===== config.mk =====
export PLATFORM = sky130hd
export DESIGN_NAME = sit_key_cap
export DESIGN_NICKNAME = d
export VERILOG_FILES = /design/src/sv/string_intern_table_defines.svh /design/src/sv/sit_pkg.sv /design/src/sv/sit_key_cap.sv
export SDC_FILE = /design/constraint.sdc
export NUM_CORES = 1
export LEC_CHECK = 0
export BUFFER_PORTS_ARGS = -buffer_cell sky130_fd_sc_hd__clkbuf_2
export CORE_MARGIN = 2
export CORE_UTILIZATION = 60
export CTS_CLUSTER_DIAMETER = 120
export DETAILED_ROUTE_END_ITERATION = 8
export HOLD_SLACK_MARGIN = 0.06
export PLACE_DENSITY_LB_ADDON = 0.25
export SETUP_SLACK_MARGIN = 0.2
export SYNTH_ARGS = -nofsm -noshare
export SYNTH_HDL_FRONTEND = slang
export SYNTH_SLANG_ARGS = --single-unit
export TNS_END_PERCENT = 100

===== constraint.sdc =====
create_clock -name clock -period 13.6 [get_ports clock]
set_input_delay 0.68 -clock clock [delete_from_list [all_inputs] [get_ports clock]]
set_output_delay 0.68 -clock clock [all_outputs]
set_load 0.1 [all_outputs]

===== src/sv/string_intern_table_defines.svh =====
// ---------------------------------------------------------------------------
// String intern table: assertion macros
// Shared property forms used by the lookup engine.
// ---------------------------------------------------------------------------
`ifndef STRING_INTERN_TABLE_DEFINES_SVH
`define STRING_INTERN_TABLE_DEFINES_SVH

// condition holds on every clock edge outside reset
`define SIT_ASSERT_ALWAYS(lbl, clk, rst, cond, msg) \
   lbl: assert property (@(posedge clk) disable iff (rst) (cond)) else $error(msg);

// consequent holds in the cycle after the antecedent
`define SIT_ASSERT_NEXT(lbl, clk, rst, ante, cons, msg) \
   lbl: assert property (@(posedge clk) disable iff (rst) (ante) |=> (cons)) else $error(msg);

`endif


===== src/sv/sit_pkg.sv =====
// ---------------------------------------------------------------------------
// String intern table package
// Hash constants, FNV-1a step, result codes, controller states, shared structs.
// ---------------------------------------------------------------------------
package sit_pkg;

   localparam logic [63:0] HASH_BASIS = 64'hcbf29ce484222325;
   localparam int OFFSET_W    = 17;
   localparam int STATUS_W    = 3;
   localparam int RSP_TDATA_W = ((OFFSET_W + 7) / 8) * 8;

   typedef enum logic [STATUS_W-1:0] {
      ST_FOUND      = 3'd0,
      ST_INSERTED   = 3'd1,
      ST_GROW_FAIL  = 3'd2,
      ST_ARENA_FULL = 3'd3,
      ST_TOO_LONG   = 3'd4,
      ST_TABLE_FULL = 3'd5
   } status_type;

   typedef enum logic [3:0] {
      S_CLEAR,
      S_IDLE,
      S_PROBE,
      S_CMP,
      S_ALLOC,
      S_COPY,
      S_LOAD,
      S_GCLR,
      S_GREAD,
      S_GCHK,
      S_GPROBE,
      S_FINISH
   } eng_state_type;

   typedef struct packed {
      logic        start;
      logic [63:0] hash;
   } key_done_type;

   typedef struct packed {
      logic                valid;
      logic [OFFSET_W-1:0] offset;
      status_type          status;
   } result_type;

   // one FNV-1a round; prime is 2^40 + 0x1b3, so shifts and adds only
   function automatic logic [63:0] fnv_step(input logic [63:0] h, input logic [7:0] b);
      logic [63:0] x;
      x = h ^ {56'd0, b};
      return (x << 40) + (x << 8) + (x << 7) + (x << 5) + (x << 4) + (x << 1) + x;
   endfunction

endpackage


===== src/sv/sit_key_cap.sv =====
// ---------------------------------------------------------------------------
// String intern table: key capture
// Folds key bytes into the running hash, counts them and buffers them.
// ---------------------------------------------------------------------------
module sit_key_cap import sit_pkg::*; #(
   parameter int  MAX_KEY_LEN = 64,
   localparam int LW  = $clog2(MAX_KEY_LEN + 2),
   localparam int KAW = (MAX_KEY_LEN > 1) ? $clog2(MAX_KEY_LEN) : 1
) (
   input  logic           clock,
   input  logic           reset,
   input  logic           acc,
   input  logic [7:0]     key_byte,
   input  logic           has_byte,
   input  logic           key_last,
   input  logic [KAW-1:0] kb_raddr,
   output logic [7:0]     kb_rdata,
   output key_done_type   key,
   output logic [LW-1:0]  key_len
);

   logic [63:0]   hash_ff, hash_in, hash_b;
   logic [LW-1:0] cnt_ff, cnt_in, cnt_b;
   logic          start_ff, start_in;
   logic [63:0]   fin_hash_ff, fin_hash_in;
   logic [LW-1:0] fin_len_ff, fin_len_in;
   logic [7:0]    kbuf [0:MAX_KEY_LEN-1];
   logic [7:0]    kb_rdata_ff;
   logic          room;

   assign room = (cnt_ff < LW'(MAX_KEY_LEN));

   always_comb begin
      hash_b      = has_byte ? fnv_step(hash_ff, key_byte) : hash_ff;
      cnt_b       = cnt_ff;
      if (has_byte) begin
         cnt_b = room ? cnt_ff + LW'(1) : LW'(MAX_KEY_LEN + 1);
      end
      hash_in     = hash_ff;
      cnt_in      = cnt_ff;
      start_in    = 1'b0;
      fin_hash_in = fin_hash_ff;
      fin_len_in  = fin_len_ff;
      if (acc && key_last) begin
         hash_in     = HASH_BASIS;
         cnt_in      = '0;
         start_in    = 1'b1;
         fin_hash_in = hash_b;
         fin_len_in  = cnt_b;
      end else if (acc) begin
         hash_in = hash_b;
         cnt_in  = cnt_b;
      end
   end

   always_ff @(posedge clock) begin
      if (reset) begin
         hash_ff  <= HASH_BASIS;
         cnt_ff   <= '0;
         start_ff <= 1'b0;
      end else begin
         hash_ff  <= hash_in;
         cnt_ff   <= cnt_in;
         start_ff <= start_in;
      end
      fin_hash_ff <= fin_hash_in;
      fin_len_ff  <= fin_len_in;
   end

   always_ff @(posedge clock) begin
      if (acc && has_byte && room) begin
         kbuf[cnt_ff[KAW-1:0]] <= key_byte;
      end
      kb_rdata_ff <= kbuf[kb_raddr];
   end

   assign kb_rdata  = kb_rdata_ff;
   assign key.start = start_ff;
   assign key.hash  = fin_hash_ff;
   assign key_len   = fin_len_ff;

endmodule


* Word-level counts from Yosys, hierarchy flattened
Memory sizes are Yosys's and may differ from the RTL's. A register that Yosys moved wholly into a read port is not among the register bits.
Index checks and enable logic that the tools add are counted.
** Storage, ports and cells
- Register bits after elaboration :: 143
- Bits in writable memories :: 512
- Input bits :: 19
- Memories :: 1
** Operators by class
- Add/subtract/negate cells :: 7
- Magnitude comparators :: 1
- Muxes and demuxes :: 6
- Bitwise logic cells :: 1
- Reductions and logical operators :: 4
** Memory list
- kbuf :: depth 64, width 8, read ports 1, clocked after memory_dff 1, write ports 1, RTL line sit_key_cap.sv:27 : logic [7:0] kbuf [0:MAX_KEY_LEN-1];
** Operators by type and width (number)
- adder 64 bit :: 6
- 2-to-1 mux 64 bit :: 1
- XOR 64 x 8 -> 64 bit :: 1
- 2-to-1 mux 7 bit :: 2
- adder 7 x 1 -> 7 bit (second input constant) :: 1
- less-than comparator 7 bit (second input constant) :: 1
- logical AND 1 bit :: 3
- 2-to-1 mux 1 bit :: 3
- OR reduction 2 bit :: 1

* Logic depth before layout (Yosys ltp)
Gate-level depths: netlist of run 1.
- Depth in word-level cells :: 8
- Mapped depth :: 21
- Gate-level depth less buffers :: 21

* Worst setup path after synthesis of run 1
No wires, ideal clock.
- Path type :: input to register
- From :: in key_byte[1]
- To :: reg fin_hash_ff[49], data pin
- Library setup time :: 0.260 ns
- Data arrival time :: 5.561 ns
- Required time :: 13.340 ns
- Slack :: 7.779 ns
- Stages on the path :: 21
- Cell sequence :: xor2_1 > clkinv_1 > xnor2_1 > ha_1 > inv_1 > fa_1 > inv_1 > ha_1 > ha_1 > ha_1 > fa_1 > a211oi_2 > o21ai_1 > a21oi_1 > a21oi_1 > a2111o_1 > a31o_2 > a221oi_4 > o21ai_1 > xnor2_1 > mux2_2
** On the way
- Word-level cells in the longest chain between the ends :: 8
** Ends and longest elaborated chain
- start, declared :: RTL line sit_key_cap.sv:13 : input logic [7:0] key_byte,
- XOR 64 x 8 -> 64 bit (*) :: RTL line sit_pkg.sv:50 : x = h ^ {56'd0, b};
- adder 64 bit (5 in a row) :: RTL line sit_pkg.sv:51 : return (x << 40) + (x << 8) + (x << 7) + (x << 5) + (x << 4) + (x << 1) + x;
- adder 64 bit (*) :: RTL line sit_pkg.sv:51
- 2-to-1 mux 64 bit (*) :: RTL line sit_key_cap.sv:34 : hash_b = has_byte ? fnv_step(hash_ff, key_byte) : hash_ff;
- net hash_b[49] :: RTL line sit_key_cap.sv:22 : logic [63:0] hash_ff, hash_in, hash_b;
- end signal, assigned :: RTL line sit_key_cap.sv:66 : fin_hash_ff <= fin_hash_in;
- end, declared :: RTL line sit_key_cap.sv:25 : logic [63:0] fin_hash_ff, fin_hash_in;
Mark *: on every way through the listed nets, which the timed path passes. The rest lies on a longest branch.
A chain may end at the register's enable or synchronous reset.

* Worst setup path after layout of run 1
- From :: in key_byte[1]
- To :: reg fin_hash_ff[57], data pin
Same word-level chain as after synthesis.

==> run metrics, run 1 <==
Setup WS post-layout=6.914 ns; Yosys top cell by area=edfxtp_1; setup_tns=0 ns; Post-synth ARST share=0%; Core ar.=59240 sq um; top cells by count, synth=edfxtp_1, inv_1, fa_1, mux4_2, nor2_1; proportion of layout cells with a drive suffix above 1=16.49%; GPL Wtd Cong=0.9467; CP max FO=65; area delta synth->final=9.855%; Tcrit/Tclk final=49.16%; crit start category=input pin; relative slew slack=20.05%; final setup fails=0; sequential area share after synthesis=52.96%; CTS tree=done; WP buf/inv=5; port bufs=98; Die Area=62120 sq um; crit end category=flop; clk sink count=663; drt first pass iters=8; count of cell types in the netlist=72; drt drc=0; most common cell in the synthesized netlist=edfxtp_1; hold endpoint=hash_ff[51]; max frequency=149.6 MHz; die height=249.2 um; area share of the largest cell type after synthesis=48.52%; Avg Cell Area, Syn=14.39 sq um; drt first-iter violations=2044; vias in the first global route=21770; TritonCTS buffer count=69; critical path's top delay family=adder cells; clock tree buffer depth=3; worst slew pin tran=1.195 ns; slowest stage delay, CP=0.51 ns; Starting Density=60.91%; Synth Warn #=0; Crit Path Class=input pin to flop; Hold Startpoint=hash_ff[51]; CTS root buf=clkbuf_16; row count=89; pin count of the biggest net entering global routing=72; # IOs=99; CP Data Arrival Time=7.06 ns; Mapped Area=36080 sq um; Final Cell Area=39640 sq um; synth top area cells=edfxtp_1, fa_1, mux4_2, dfxtp_1, inv_1; post-CTS setup repair buffer count=0; grt ovf=0; Place WS=6.375 ns; NumNets Final=2968; hold crit path type=flop to flop; RSZ-0062 raised after global routing=false; antenna cells=0; Min-Delay Path Depth=2; worst endpoint required time=13.98 ns; Synth Register Bits=663; depth of the CTS H-tree=3; EDFF count, synth=583; WP depth=23; FF-to-FF setup slack=7.01 ns; CP max stage cell=buf_4; CP most frequent cell=ha_1; hold buffer count at CTS=0; r2r startpoint=hash_ff[7]; Routed wire per std cell=25.60 um; DR vias/cell=6.173; drt total wl=87640 um; FF-to-FF path depth=18; CP Cell Sequence=clkbuf_2 > buf_4 > xor2_1 > clkinv_1 > xnor2_1 > ha_1 > inv_1 > fa_1 > inv_1 > ha_1 > ha_1 > ha_1 > fa_1 > a211oi_2 > o21bai_1 > a21oi_1 > o21ai_1 > nor4b_2 > o21bai_1 > a211oi_2 > o21ai_1 > xnor2_1 > mux2_2; Final ANT Viol Nets=0; Main synth FF type=edfxtp_1; Hold Vio Cnt, Final=0; Max Slew Vio Count=0; dpl hpwl=58570 um; Reg2Reg Capture Point=fin_hash_ff[52]; die width=249.2 um; number of antenna violations at the first check in global routing=1; Final Skew=0.02863 ns; Post-Synthesis Cells=2507; fin crit period=6.686 ns; Resized Gates After CTS=0; first-pass GRT wire length=134100 um; max-cap viol count=0; Syn Nets=2882; total global-route track usage=29.04%; via count=21130; clock-pin slew on the worst setup and hold paths=0.07 ns; Post-DP Area=37300 sq um; status=complete, no violations; Skew-Pair Late Insertion Delay=0.64 ns
==> sequential cells by signal (all words and copies together), names as in the netlist <==
| signal | flops |
|---|---|
| kbuf | 512 |
| fin_hash_ff | 64 |
| kb_rdata | 8 |
| cnt_ff | 7 |
| hash_ff | 64 |
| key_len | 7 |
| start_ff | 1 |
==> cell families after synthesis <==
kind of cell,after synthesis,share of synthesized area (%)
AOI/OAI and AO/OA,314,5.690
xor gates and xnor gates,80,1.942
DFF,663,52.96
buffers and inverters,505,5.336
and+or+nand+nor,364,4.497
adders and majority gates,356,17.44
muxes,225,12.14
==> worst max path at each step <==
stage | slack (ns) | end | start
global route | 6.47 | fin_hash_ff[59] | key_byte[1]
CTS | 7.03 | fin_hash_ff[57] | key_byte[1]
detailed placement | 6.38 | fin_hash_ff[57] | key_byte[1]
finish | 6.91 | fin_hash_ff[57] | key_byte[1]
floorplan | 7.78 | fin_hash_ff[49] | key_byte[1]
global placement | 6.50 | fin_hash_ff[57] | key_byte[1]
==> per-layer routing <==
layer  global-route usage, %  wire [um]  vias up
met5                       0          7        -
met1                   38.75      33380    10840
li1                        -          -     9105
met2                   49.58      44740     1030
met3                   4.451       6792      158
met4                   9.191       2715        2
==> layout by cell type, fill, tap and decap left out, types with 70 or more instances in the layout <==
cell	synthesis	layout
nor2_1	148	147
o21ai_0	70	70
fa_1	245	245
clkbuf_16	0	70
mux4_2	168	168
inv_1	400	400
ha_1	111	111
clkbuf_2	1	94
nand2_1	116	116
edfxtp_1	583	583
a21oi_1	83	83
dfxtp_1	80	80
==> layout make-up <==
class / instances / area [sq um]
fillers: 4079 / 19600
flip-flops and latches: 663 / 19110
multi-input cells: 1339 / 15060
clock buffers: 85 / 1828
inverters: 401 / 1505
well taps: 773 / 967.2
repair buffers: 119 / 661.9
clock inverters: 43 / 513.0
==> through the flow <==
| step | hold slack [ns] | utilization [%] | std cells |
|---|---|---|---|
| after floorplan | 0.4319 | - | 2507 |
| after global placement | 0.4396 | 62.96 | 3295 |
| after detailed placement | 0.4472 | 62.96 | 3295 |
| after CTS | 0.4535 | 66.91 | 3423 |
| after global routing | 0.4551 | 66.91 | 3423 |
| final | 0.4543 | 66.91 | 3423 |
==> worst reg2reg max path, cell delays in order, from the launching register on <==
cell and delay (ns):
dfxtp_1 0.42, xor2_1 0.84, inv_1 0.25, fa_1 0.55, inv_1 0.06, fa_1 0.45, fa_1 0.48, ha_1 0.29
ha_1 0.42, nand2_1 0.14, or3_4 0.43, nor3_2 0.27, nor4b_2 0.38, a211oi_2 0.12, o21ai_2 0.25, a41oi_2 0.27
o31a_1 0.33, xnor2_1 0.15, mux2_2 0.27
Power of run 1 is left out: the tool's default activity adds up to more than one toggle a clock period on the data nets, which glitch-free logic cannot reach.
==> run 2, diff against run 1 <==
--- a/config.mk
+++ b/config.mk
@@ -7,7 +7,7 @@
 export LEC_CHECK = 0
 export BUFFER_PORTS_ARGS = -buffer_cell sky130_fd_sc_hd__clkbuf_2
 export CORE_MARGIN = 2
-export CORE_UTILIZATION = 60
+export CORE_UTILIZATION = 57
 export CTS_CLUSTER_DIAMETER = 120
 export DETAILED_ROUTE_END_ITERATION = 8
 export HOLD_SLACK_MARGIN = 0.06
==> constraint.sdc (replaced) <==
create_clock -name clock -period 6 [get_ports clock]
set_input_delay 0.3 -clock clock [delete_from_list [all_inputs] [get_ports clock]]
set_output_delay 0.3 -clock clock [all_outputs]
set_load 0.1 [all_outputs]
==> run 2 against run 1 <==
Sequential cell count unchanged. Design area up 2.6%. Register-to-register slack worse by 6.7 ns. Utilization down 2.2 points. Clock-buffer cell count up 6. Global-route usage down 1.2 points. Via count up 0.63%. Die area up 5.2%. Wire length up 2.0%. First-iteration DRC count down 2.8%. Sequential share of layout area down 1.2 points.
==> run metrics, run 2 (same netlist as run 1, synthesis figures left out) <==
CP max FO=6; drt drc=0; NumNets Final=3038; port bufs=98; r2r startpoint=hash_ff[16]; die width=255.6 um; GPL Wtd Cong=0.9253; area of the multi-input gates=15210 sq um; first-pass GRT wire length=136600 um; Reg2Reg Capture Point=fin_hash_ff[52]; Starting Density=57.41%; drt first pass iters=5; Crit Path Class=flop to flop; Hold Vio Cnt, Final=0; Final ANT Viol Nets=0; die height=255.6 um; area delta synth->final=12.69%; FF/Latch Area=19120 sq um; drt total wl=89380 um; proportion of layout cells with a drive suffix above 1=20.18%; FF-to-FF path depth=20; drt first-iter violations=1987; Min-Delay Path Depth=2; dpl hpwl=60910 um; hold crit path type=input pin to flop; Hold Startpoint=reset; via count=21260; hold endpoint=start_ff; commonest cells after routing, fill and taps aside=edfxtp_1, inv_1, fa_1; crit start category=flop; DR vias/cell=5.961; total global-route track usage=27.83%; CTS tree=done; crit end category=flop; max-cap viol count=0; number of antenna violations at the first check in global routing=1; RSZ-0062 raised after global routing=false; most common cell after layout, fill and taps aside=edfxtp_1; clk sink count=663; Routed wire per std cell=25.06 um; vias in the first global route=21940; setup_tns=0 ns; clock tree buffer depth=3; Max Slew Vio Count=0; TritonCTS buffer count=71; worst slew pin tran=1.170 ns; # IOs=99; Tcrit/Tclk final=95.21%; fill count=4465; grt ovf=0; max reg flops=512; relative slew slack=22.00%; worst endpoint required time=6.37 ns; clock-pin slew on the worst setup and hold paths=0.07 ns; row count=92; CTS root buf=clkbuf_16; Core ar.=62850 sq um; Die Area=65330 sq um; FF-to-FF setup slack=0.29 ns; status=complete, no violations; depth of the CTS H-tree=3; final setup fails=0; Final Skew=0.03528 ns; fin crit period=5.713 ns; pin count of the biggest net entering global routing=129; CP Data Arrival Time=6.09 ns; max frequency=175.1 MHz; Skew-Pair Late Insertion Delay=0.63 ns
-- run 2: layout make-up --
class                      instances  area share (%)
timing repair buffer             186           3.129
tap                              846           2.603
sequential                       663           47.02
clock inverter                    39           1.311
antenna                            1        0.006154
multi-input combinational       1339           37.41
clock buffer                      91           4.680
inverter                         401           3.831
timing repair inverter             1         0.01231
-- run 2: critical path: stages (launching register included) --
cell and delay [ns]:
dfxtp_1 0.39, clkinvlp_4 0.20, buf_12 0.18, fa_1 0.50, inv_1 0.06, fa_1 0.54, inv_1 0.06, fa_1 0.49
inv_1 0.04, ha_1 0.27, ha_2 0.39, nand2_1 0.12, or3_4 0.43, nor3_4 0.21, nor4b_4 0.27, a211oi_2 0.11
o21ai_2 0.25, a41oi_2 0.21, o31a_1 0.30, xnor2_1 0.15, mux2_2 0.28
-- run 2: worst max path at each step --
stage           startpoint               to  cells past startpoint
3_3_place_gp   key_byte[1]  fin_hash_ff[57]                     23
5_1_grt        hash_ff[16]  fin_hash_ff[52]                     20
6_report       hash_ff[16]  fin_hash_ff[52]                     20
3_5_place_dp   key_byte[7]  fin_hash_ff[60]                     19
4_1_cts        hash_ff[23]  fin_hash_ff[52]                     20
2_1_floorplan   hash_ff[1]  fin_hash_ff[49]                     21
-- run 2: timing repair --
| item | 4_1_cts | 5_1_grt |
|---|---|---|
| cloned | 0 | 1 |
| setup endpoints to repair | 9 | 50 |
| setup buffers | 7 | 32 |
| pin swaps | 0 | 7 |
| endpoints found under the hold margin | 2 | 0 |
| hold buffers | 3 | 0 |
| resized for setup | 7 | 49 |
-- run 2: per-layer routing --
| layer | global-route usage (%) | share of wire (%) |
|---|---|---|
| met1 | 38.75 | 40 |
| met2 | 45.18 | 49 |
| met3 | 4.427 | 7.8 |
| met4 | 9.730 | 3.3 |
| met5 | 0 | 0 |
-- run 2: through the flow --
step	setup slack [ns]	instance area (sq um)	util (%)	cells	hold WS (ns)
finish	0.2875	40660	64.70	3567	0.08414
global placement	0.1951	37610	59.85	3393	0.4398
detailed placement	0.02300	37610	59.85	3393	0.4448
global route	0.1507	40660	64.70	3567	0.06816
floorplan	0.5083	36080	-	2507	0.3989
CTS	0.1882	40150	63.89	3533	0.06388
Power of run 2 is left out for the same reason.
